==> src/sv/ole_pkg.sv <==
package ole_pkg;

	// fixed port field widths
	localparam int FUNC_W      = 3;
	localparam int INDEX_W     = 6;
	localparam int VALUE_W     = 32;
	localparam int STATUS_W    = 2;
	localparam int COUNT_OUT_W = 7;

	// parameter defaults
	localparam int DEF_CAPACITY     = 64;
	localparam int DEF_HANDLE_WIDTH = 32;

	// request codes
	localparam logic [FUNC_W-1:0] OP_APPEND   = 3'd0;
	localparam logic [FUNC_W-1:0] OP_REMOVE   = 3'd1;
	localparam logic [FUNC_W-1:0] OP_CONTAINS = 3'd2;
	localparam logic [FUNC_W-1:0] OP_GET      = 3'd3;
	localparam logic [FUNC_W-1:0] OP_CLEAR    = 3'd4;

	// status codes
	localparam logic [STATUS_W-1:0] ST_OK    = 2'd0;
	localparam logic [STATUS_W-1:0] ST_RANGE = 2'd1;
	localparam logic [STATUS_W-1:0] ST_FULL  = 2'd2;

endpackage

==> src/sv/ole_mem.sv <==
module ole_mem #(
	parameter int DEPTH = ole_pkg::DEF_CAPACITY,
	parameter int WIDTH = ole_pkg::DEF_HANDLE_WIDTH,
	localparam int AW = (DEPTH > 1) ? $clog2(DEPTH) : 1
) (
	input  logic             clk,
	input  logic             we,
	input  logic [AW-1:0]    waddr,
	input  logic [WIDTH-1:0] wdata,
	input  logic             re,
	input  logic [AW-1:0]    raddr,
	output logic [WIDTH-1:0] rdata
);

	logic [WIDTH-1:0] mem_q [DEPTH];

	always_ff @(posedge clk) begin
		if (we) begin
			mem_q[waddr] <= wdata;
		end
		if (re) begin
			rdata <= mem_q[raddr];
		end
	end

endmodule

==> src/sv/ordered_list_engine.sv <==
// ordered list of handles held in a single-port-write, single-port-read memory
// request channel: in_valid/in_ready with func, index, item_value
// result channel: out_valid/out_ready with result_value, found, status, item_count
// one result transaction per request transaction, in request order
// in_ready is high only while the sequencer is idle; one request at a time
// sequencer states after accept, each request then ending in done:
//   append, clear, unused codes, out-of-range get/remove: exec
//   get: exec, get_wait
//   contains: exec, search (one entry compared per cycle, stops at first match)
//   remove: exec, rm_val, shift, one entry moved down per cycle via the memory port
// the sequencer returns to idle as its result is presented, so the next request
// can be accepted while that result is still valid
// the read and write ports of the entry memory and the one address counter
// pace the search and shift steps
// the result sits in an output register; a new request is accepted while it
// waits, and the sequencer holds its finished result until the register frees
// reset (arst_n low) empties the list and drops any pending result; the
// entry memory is not cleared, entries beyond the count are never read
module ordered_list_engine #(
	parameter int CAPACITY     = ole_pkg::DEF_CAPACITY,
	parameter int HANDLE_WIDTH = ole_pkg::DEF_HANDLE_WIDTH
) (
	input  logic                               clk,
	input  logic                               arst_n,
	input  logic                               in_valid,
	output logic                               in_ready,
	input  logic [ole_pkg::FUNC_W-1:0]         func,
	input  logic [ole_pkg::INDEX_W-1:0]        index,
	input  logic [ole_pkg::VALUE_W-1:0]        item_value,
	output logic                               out_valid,
	input  logic                               out_ready,
	output logic [ole_pkg::VALUE_W-1:0]        result_value,
	output logic                               found,
	output logic [ole_pkg::STATUS_W-1:0]       status,
	output logic [ole_pkg::COUNT_OUT_W-1:0]    item_count
);

	localparam int AW   = (CAPACITY > 1) ? $clog2(CAPACITY) : 1;
	localparam int CW   = $clog2(CAPACITY + 1);
	localparam int XW   = (HANDLE_WIDTH > ole_pkg::VALUE_W) ? HANDLE_WIDTH : ole_pkg::VALUE_W;
	localparam int CMPW = ((CW > ole_pkg::INDEX_W) ? CW : ole_pkg::INDEX_W) + 1;

	typedef enum logic [2:0] {
		S_IDLE,
		S_EXEC,
		S_GET_WAIT,
		S_RM_VAL,
		S_SHIFT,
		S_SEARCH,
		S_DONE
	} state_t;

	state_t                          state_q;
	logic [ole_pkg::FUNC_W-1:0]      func_q;
	logic [ole_pkg::INDEX_W-1:0]     pos_q;
	logic [HANDLE_WIDTH-1:0]         handle_q;
	logic [CW-1:0]                   count_q;
	logic [AW-1:0]                   k_q;
	logic [HANDLE_WIDTH-1:0]         value_q;
	logic                            found_q;
	logic [ole_pkg::STATUS_W-1:0]    status_q;
	logic                            out_valid_q;
	logic [ole_pkg::VALUE_W-1:0]     result_q;
	logic                            found_out_q;
	logic [ole_pkg::STATUS_W-1:0]    status_out_q;
	logic [ole_pkg::COUNT_OUT_W-1:0] count_out_q;

	logic                    mem_we;
	logic [AW-1:0]           mem_waddr;
	logic [HANDLE_WIDTH-1:0] mem_wdata;
	logic                    mem_re;
	logic [AW-1:0]           mem_raddr;
	logic [HANDLE_WIDTH-1:0] mem_rdata;

	logic [XW-1:0]           in_ext;
	logic [XW-1:0]           val_ext;
	logic [CMPW-1:0]         pos_ext;
	logic [CMPW-1:0]         cnt_ext;
	logic [CMPW-1:0]         k_ext;
	logic                    in_range;
	logic                    full;
	logic                    k1_below;
	logic                    k2_below;
	logic                    hit;

	assign in_ext   = XW'(item_value);
	assign val_ext  = XW'(value_q);
	assign pos_ext  = CMPW'(pos_q);
	assign cnt_ext  = CMPW'(count_q);
	assign k_ext    = CMPW'(k_q);
	assign in_range = pos_ext < cnt_ext;
	assign full     = count_q == CW'(CAPACITY);
	assign k1_below = (k_ext + CMPW'(1)) < cnt_ext;
	assign k2_below = (k_ext + CMPW'(2)) < cnt_ext;
	assign hit      = mem_rdata == handle_q;

	assign in_ready     = state_q == S_IDLE;
	assign out_valid    = out_valid_q;
	assign result_value = result_q;
	assign found        = found_out_q;
	assign status       = status_out_q;
	assign item_count   = count_out_q;

	ole_mem #(
		.DEPTH (CAPACITY),
		.WIDTH (HANDLE_WIDTH)
	) u_mem (
		.clk   (clk),
		.we    (mem_we),
		.waddr (mem_waddr),
		.wdata (mem_wdata),
		.re    (mem_re),
		.raddr (mem_raddr),
		.rdata (mem_rdata)
	);

	// memory port control, shared by append, shift, search and read
	always_comb begin
		mem_we    = 1'b0;
		mem_waddr = '0;
		mem_wdata = handle_q;
		mem_re    = 1'b0;
		mem_raddr = '0;
		case (state_q)
			S_EXEC: begin
				case (func_q)
					ole_pkg::OP_APPEND: begin
						if (!full) begin
							mem_we    = 1'b1;
							mem_waddr = count_q[AW-1:0];
						end
					end
					ole_pkg::OP_REMOVE, ole_pkg::OP_GET: begin
						if (in_range) begin
							mem_re    = 1'b1;
							mem_raddr = pos_ext[AW-1:0];
						end
					end
					ole_pkg::OP_CONTAINS: begin
						mem_re = count_q != '0;
					end
					default: begin
					end
				endcase
			end
			S_RM_VAL: begin
				if (k1_below) begin
					mem_re    = 1'b1;
					mem_raddr = k_q + AW'(1);
				end
			end
			S_SHIFT: begin
				// entry k+1 arrived, store it at k and fetch k+2 if it is inside the list
				mem_we    = 1'b1;
				mem_waddr = k_q;
				mem_wdata = mem_rdata;
				if (k2_below) begin
					mem_re    = 1'b1;
					mem_raddr = k_q + AW'(2);
				end
			end
			S_SEARCH: begin
				if (!hit && k1_below) begin
					mem_re    = 1'b1;
					mem_raddr = k_q + AW'(1);
				end
			end
			default: begin
			end
		endcase
	end

	always_ff @(posedge clk or negedge arst_n) begin
		if (!arst_n) begin
			state_q     <= S_IDLE;
			count_q     <= '0;
			out_valid_q <= 1'b0;
		end else begin
			if (out_valid_q && out_ready) begin
				out_valid_q <= 1'b0;
			end
			case (state_q)
				S_IDLE: begin
					if (in_valid) begin
						func_q   <= func;
						pos_q    <= index;
						handle_q <= in_ext[HANDLE_WIDTH-1:0];
						state_q  <= S_EXEC;
					end
				end
				S_EXEC: begin
					status_q <= ole_pkg::ST_OK;
					value_q  <= '0;
					found_q  <= 1'b0;
					state_q  <= S_DONE;
					case (func_q)
						ole_pkg::OP_APPEND: begin
							if (full) begin
								status_q <= ole_pkg::ST_FULL;
							end else begin
								count_q <= count_q + CW'(1);
							end
						end
						ole_pkg::OP_REMOVE: begin
							if (!in_range) begin
								status_q <= ole_pkg::ST_RANGE;
							end else begin
								k_q     <= pos_ext[AW-1:0];
								state_q <= S_RM_VAL;
							end
						end
						ole_pkg::OP_GET: begin
							if (!in_range) begin
								status_q <= ole_pkg::ST_RANGE;
							end else begin
								state_q <= S_GET_WAIT;
							end
						end
						ole_pkg::OP_CONTAINS: begin
							if (count_q != '0) begin
								k_q     <= '0;
								state_q <= S_SEARCH;
							end
						end
						ole_pkg::OP_CLEAR: begin
							count_q <= '0;
						end
						default: begin
						end
					endcase
				end
				S_GET_WAIT: begin
					value_q <= mem_rdata;
					state_q <= S_DONE;
				end
				S_RM_VAL: begin
					value_q <= mem_rdata;
					if (k1_below) begin
						state_q <= S_SHIFT;
					end else begin
						count_q <= count_q - CW'(1);
						state_q <= S_DONE;
					end
				end
				S_SHIFT: begin
					if (k2_below) begin
						k_q <= k_q + AW'(1);
					end else begin
						count_q <= count_q - CW'(1);
						state_q <= S_DONE;
					end
				end
				S_SEARCH: begin
					if (hit) begin
						found_q <= 1'b1;
						state_q <= S_DONE;
					end else if (k1_below) begin
						k_q <= k_q + AW'(1);
					end else begin
						state_q <= S_DONE;
					end
				end
				S_DONE: begin
					if (!out_valid_q || out_ready) begin
						result_q     <= val_ext[ole_pkg::VALUE_W-1:0];
						found_out_q  <= found_q;
						status_out_q <= status_q;
						count_out_q  <= ole_pkg::COUNT_OUT_W'(count_q);
						out_valid_q  <= 1'b1;
						state_q      <= S_IDLE;
					end
				end
				default: begin
					state_q <= S_IDLE;
				end
			endcase
		end
	end

	// the list never grows past its capacity
	assert property (@(posedge clk) disable iff (!arst_n)
		cnt_ext <= CMPW'(CAPACITY))
	else $error("entry count beyond capacity");

	// shifting only touches entries inside the filled range
	assert property (@(posedge clk) disable iff (!arst_n)
		state_q == S_SHIFT |-> k1_below)
	else $error("shift outside filled range");

	// the entry memory is written only by an active request
	assert property (@(posedge clk) disable iff (!arst_n)
		mem_we |-> (state_q == S_EXEC || state_q == S_SHIFT))
	else $error("memory write while not busy");

	// a match result carries ok status and no handle
	assert property (@(posedge clk) disable iff (!arst_n)
		out_valid_q && found_out_q |-> status_out_q == ole_pkg::ST_OK && result_q == '0)
	else $error("found flag with bad status or value");

	// an accepted request keeps the sequencer busy on the next cycle
	assert property (@(posedge clk) disable iff (!arst_n)
		in_valid && in_ready |=> state_q == S_EXEC)
	else $error("accepted request not executed");

endmodule
==> config.mk <==
export PLATFORM = sky130hd
export DESIGN_NAME = ordered_list_engine
export DESIGN_NICKNAME = d
export VERILOG_FILES = /design/src/sv/ole_pkg.sv /design/src/sv/ole_mem.sv /design/src/sv/ordered_list_engine.sv
export SDC_FILE = /design/constraint.sdc
export NUM_CORES = 2
export LEC_CHECK = 0
export ABC_AREA = 0
export BUFFER_PORTS_ARGS = -buffer_cell sky130_fd_sc_hd__buf_2
export CAP_MARGIN = 20
export CORE_MARGIN = 8
export CORE_UTILIZATION = 58
export DETAILED_ROUTE_END_ITERATION = 7
export GPL_ROUTABILITY_DRIVEN = 1
export HOLD_SLACK_MARGIN = 0.06
export PLACE_DENSITY = 0.74
export SLEW_MARGIN = 10
export SYNTH_ARGS = -nofsm -noshare
export SYNTH_HDL_FRONTEND = slang
export SYNTH_SLANG_ARGS = --single-unit
export TNS_END_PERCENT = 20
==> constraint.sdc <==
create_clock -name clk -period 11.7 [get_ports clk]
set_input_delay 1.17 -clock clk [delete_from_list [all_inputs] [get_ports clk]]
set_output_delay 1.17 -clock clk [all_outputs]
set_load 0.01 [all_outputs]
Word-level counts from Yosys, hierarchy flattened:

Memory sizes are Yosys's and may differ from the RTL's. A register that Yosys moved wholly into a read port is not among the register bits.
Index checks and enable logic that the tools add are counted.

* register bits: 135
* RAM bits: 2048
* memories: 1
* latch bits: 0
* ROM bits: 0
* logic and storage cells: 125

* multiplexer cells: 53
* divide/modulo/power cells: 0
* bitwise gates (word level): 0
* add/sub/neg operators: 6
* shift-type cells: 0
* reduce and logical (&&, ||, !) cells: 22
* equality and inequality tests: 26
* order comparisons: 3
* multipliers: 0

Memories
* u_mem.mem_q: depth 64, width 32, read ports 1, clocked after memory_dff 1, write ports 1, RTL line ole_mem.sv:15 `logic [WIDTH-1:0] mem_q [DEPTH];`

Operators with widths (count)
* $mux W6: 12
* $pmux W32 S2: 1
* $eq A32 B32 Y1: 1
* $mux W32: 1
* $pmux W6 S2: 2
* $pmux W6 S4: 1
* $mux W3: 7
* $mux W7: 3
* $pmux W3 S7: 1
* $pmux W7 S3: 1
* $pmux W6 S3: 1
* $ne A2 B2 Y1 const B: 8
* $lt A7 B7 Y1: 2
* $pmux W7 S2: 1
* $mux W1: 13
* $eq A3 B2 Y1 const B: 4
* $eq A3 B3 Y1 const B: 4
* $ne A3 B3 Y1 const B: 4
* $pmux W3 S3: 1
* $reduce_and A3 Y1: 3
* $reduce_and A8 Y1: 1
* $add A6 B1 Y7 const B: 1
* $add A6 B2 Y7 const B: 1
* $add A7 B1 Y7 const B: 1
* other kinds (23): 35

Depth between registers and ports, before layout:

* depth after elaboration: 6
* depth in mapped cells: 19

Hierarchy:

From an unflattened synthesis, not the netlist that was laid out.

* cell total of the unflattened synthesis: 3805
* area total of the unflattened synthesis: 85338.1 µm²

Modules (own cells, without submodules)
* ole_mem: times used 1, cells an instance 3324, area each 78833.1 µm², seq. area each 62459.9 µm²
* ordered_list_engine: times used 1, cells an instance 481, area each 6505.0 µm², seq. area each 3998.8 µm²

Worst setup path after synthesis:

OpenSTA, ideal clock, no wires.

* path type: register to register
* start: register state_q[0]
* end: memory u_mem.mem_q[17][0] (netlist name), enable pin
* setup time: 0.421 ns
* path buffers: 1
* cell stages (with the launch flop): 9
* arrival time: 3.791 ns
* clock period less this slack: 4.213 ns
* setup slack: 7.487 ns
* required time: 11.279 ns
* path through: dfrtp_1 > clkbuf_1 > or3b_2 > nor4_1 > and2_1 > a22oi_1 > nor2b_1 > nand2_1 > nor2_1

* cells in the longest elaborated chain, start to end: 4
* elaborated cells on any way between the ends: 6
* classes of those cells: eq/ne (2); mux (4)

Ends and longest elaborated chain
* start, declared: RTL line ordered_list_engine.sv:53 `state_t state_q;`
* start signal, assigned: RTL line ordered_list_engine.sv:175 `state_q <= S_IDLE;`
* start signal, assigned: RTL line ordered_list_engine.sv:188 `state_q <= S_EXEC;`
* start signal, assigned: RTL line ordered_list_engine.sv:195 `state_q <= S_DONE;`
* $eq A3 B3 Y1 / $eq A3 B1 Y1 (equally long branches): RTL line ordered_list_engine.sv:124 `case (state_q)`
* $pmux W1 S2: RTL line ordered_list_engine.sv:124
* $mux W1: RTL line ole_mem.sv:18 `if (we) begin`
* $mux W1 (not written as such): RTL line ole_mem.sv:19 `mem_q[waddr] <= wdata;`
* end, declared: RTL line ole_mem.sv:15

Parallel ways exist; a longest one is shown, timed or not.

Worst setup path in the final report:

* start: register k_q[0]
* end: register u_mem.rdata[22], read port of u_mem.mem_q, data pin

* cells in the longest elaborated chain, start to end: 5
* elaborated cells on any way between the ends: 15
* classes of those cells: add/sub (4); order compare (2); mux (8); reduce/logical (1)

Ends and longest elaborated chain
* start, declared: RTL line ordered_list_engine.sv:58 `logic [AW-1:0] k_q;`
* start signal, assigned: RTL line ordered_list_engine.sv:208 `k_q <= pos_ext[AW-1:0];`
* start signal, assigned: RTL line ordered_list_engine.sv:247 `k_q <= k_q + AW'(1);`
* start signal, assigned: RTL line ordered_list_engine.sv:258 `k_q <= k_q + AW'(1);`
* $add A6 B1 Y7: RTL line ordered_list_engine.sv:93 `assign k1_below = (k_ext + CMPW'(1)) < cnt_ext;`
* $lt A7 B7 Y1: RTL line ordered_list_engine.sv:93
* $logic_and A1 B1 Y1: RTL line ordered_list_engine.sv:163 `if (!hit && k1_below) begin`
* $mux W6 / $mux W1 (equally long branches): RTL line ordered_list_engine.sv:163
* $pmux W6 S4 / $pmux W1 S4 (equally long branches): RTL line ordered_list_engine.sv:124
* end, declared: RTL line ole_mem.sv:12 `output logic [WIDTH-1:0] rdata`

Parallel ways exist; a longest one is shown, timed or not.
A chain may end at the register's enable or synchronous reset.

==> qor.txt <==
status -> finished clean
I/O Buffers -> 88
Post-Syn Area -> 0.0875 mm^2
largest net degree at the start of global routing -> 146
H-tree level count -> 4
asr flop ratio synth -> 0.00497
Seq pwr share -> 0.368
DR vias/cell -> 6.64
Worst-path clk slew -> 0.06 ns
max cap viols -> 0
vias in the first global route -> 52400
Sw Ratio -> 0.421
Period Utilization, post-route -> 0.584
GP Congestion -> 0.916
nets -> 6098
total global-route track usage -> 0.297
commonest non-fill, non-tap cell in the layout -> edfxtp_1
die width -> 404 um
pwr dens -> 313 mW/mm^2
Final TNS setup -> 0 ns
relative slew slack -> 0.223
Starting DRT DRC Count -> 9021
register bit total from synthesis -> 2215
DRC errors left -> 0
Tightest Hold Check Type -> in -> async
via count -> 54600
Pins Over Slew Limit -> 0
Syn Inst Count -> 5943
Post-synth EDFFs -> 2204
post_cts resized -> 0
setup violators final -> 0
CTS Buffer Depth -> 3
min cycle time layout -> 6.84 ns
CP required -> 12.30 ns
die height -> 404 um
Post-CTS Setup Bufs -> 0
initial antenna violation count -> 9
Seq/Total Area, Yosys -> 0.760
M3 GR Usage -> 0.0861
drt total wl -> 248000 um
Core Area -> 0.150 mm^2
row cnt -> 142
Yosys warnings -> 0
hold buffers post-CTS -> 0
Psw -> 12800 uW
Internal Power -> 17700 uW
GRT overflow -> 0
Fin. Hold Viols -> 0
met2 usage -> 0.442
starting density of the core -> 0.584
RSZ-0062 raised after global routing -> false
Startpoint Class -> flop
TritonCTS clock tree -> done
CTS Sinks -> 2215
Avg WL per Cell -> 30.2 um
Num CTS Buffers -> 207
first-pass GRT wire length -> 356000 um
crit path max fanout -> 58
dpl cells -> 7838
met1 Usage GRT -> 0.405
clock share of power -> 0.214
Worst Skew -> 0.0428 ns
layout cells sized above 1 -> 0.118
fmax -> 146 MHz
clk_lat worst skew -> 0.86 ns
Syn Nets -> 6009
DRT Pass-1 Iters -> 8
CP Capture Type -> flop
utilization after layout -> 0.651
Detail Route Antenna Nets -> 0
Static Leakage -> 0.0330 uW
Final Power -> 30500 uW
Worst Path Arrival -> 7.44 ns
Ports -> 89
Combinational Power Share -> 0.417
Mean Syn Cell Area -> 14.7 um^2
Die Area -> 0.164 mm^2
Slew @ Worst Pin -> 1.16 ns
most frequent cells in the layout -> edfxtp_1 (2204), nand2_1 (1373), nand3_1 (579)
Root Buffer Master -> clkbuf_16
Top FF cell, synth -> edfxtp_1
area grow syn2layout -> 11.5%
Finished Layout Cells -> 8229
Distinct cells, synth -> 70
DP HPWL -> 135000 um
Setup CP Type -> reg -> reg
global route hottest layer -> met2
Max IR drop VDD -> 0.268 mV
[power by group through the flow]
stage	registers, uW	clock network, uW	logic [uW]
floorplan	11300	0	7270
global placement	11400	0	12100
detailed placement	11400	0	12300
CTS	11200	6560	12400
global route	11300	6870	13300
finish	11200	6550	12700
[state kept, by name, summed over array words and instances, names as in the netlist, 7 cells and up]
register      cells
u_mem.rdata      32
result_value     32
handle_q         32
u_mem.mem_q    2048
val_ext          32
item_count        7
count_q           7
[Yosys cell counts, types with 3 or more instances]
cell type	number	area, um^2
a211o_1	6	52.6
a211oi_1	5	37.5
a21oi_1	182	911
a221oi_1	60	526
a22o_1	10	87.6
a22oi_1	75	563
a31oi_1	17	106
a32o_1	33	330
a32oi_1	155	1360
a41oi_1	4	35.0
and2_1	36	225
and3_1	3	18.8
buf_1	42	158
buf_2	100	500
buf_4	14	105
buf_6	5	56.3
clkbuf_1	211	792
dfrtp_1	11	275
edfxtp_1	2204	66200
ha_1	21	263
inv_1	12	45.0
mux2i_1	266	2660
mux4_2	56	1260
nand2_1	1407	5280
nand2b_1	5	31.3
nand3_1	579	2900
nand3b_1	3	22.5
nand4_1	112	701
nor2_1	95	357
nor2b_1	5	31.3
nor3_1	9	45.0
nor4_1	10	62.6
o2111ai_1	36	315
o211ai_1	35	263
o21ai_0	32	160
o22ai_1	5	31.3
or3_1	3	18.8
xnor2_1	5	43.8
xor2_1	34	298
[worst max-delay path, stage by stage (launching register included)]
cell      delay (ns)
edfxtp_1        0.52
ha_1            0.30
xor2_1          0.60
ha_1            0.38
o221ai_1        0.24
nand2_1         0.14
nor3_1          0.55
o22ai_1         0.25
a211oi_4        0.41
buf_4           0.48
buf_4           0.78
buf_4           0.63
a32oi_1         0.16
a221oi_1        0.34
nand3_1         0.34
a32o_1          0.33
[path summary, 6_finish.rpt]
| check | to | slack [ns] | startpoint | cells after the start |
|---|---|---|---|---|
| min in group clk | result_value[23] | 0.42 | val_ext[23] | 0 |
| max reg2reg | u_mem.rdata[22] | 4.86 | k_q[0] | 15 |
| max | u_mem.rdata[22] | 4.86 | k_q[0] | 15 |
| min | state_q[1] | 0.24 | arst_n | 1 |
| min reg2reg | result_value[23] | 0.42 | val_ext[23] | 0 |
| max in group asynchronous | count_q[1] | 11.19 | arst_n | 1 |
[per-layer routing]
layer	vias up	share of wire
met5	-	0.000081
met4	2	0.053
met3	652	0.14
met2	4062	0.44
met1	27000	0.36
li1	22900	-
[stage by stage]
step | setup slack [ns] | hold slack [ns] | area, um^2
2_1_floorplan | 7.49 | 0.400 | 87500
3_3_place_gp | 5.08 | 0.401 | 90900
3_5_place_dp | 5.06 | 0.405 | 90900
4_1_cts | 5.03 | 0.200 | 97500
5_1_grt | 4.63 | 0.236 | 97500
6_report | 4.86 | 0.239 | 97500
[cell type report]
cell class                      count  area, um^2
Inverter                           12        45.0
Tap cell                         2016        2520
Clock inverter                    138        1190
Sequential cell                  2215       66500
Clock buffer                      247        5390
Timing Repair Buffer              252        1770
Antenna cell                        5        12.5
Multi-Input combinational cell   3344       20100
Fill cell                       10000       52300
[cells by family (layout without fill, tap and decap cells)]
group | count (synthesis) | after routing | synth area share
xor+xnor | 39 | 39 | 0.00390
other cells | 0 | 5 | 0
buf+inv | 384 | 649 | 0.0189
compound gates | 676 | 676 | 0.0569
flops | 2215 | 2215 | 0.760
fa+ha+maj | 21 | 21 | 0.00300
mux | 322 | 322 | 0.0449
simple gates | 2286 | 2286 | 0.113
Note: power is estimated with default switching activity, not from simulation.
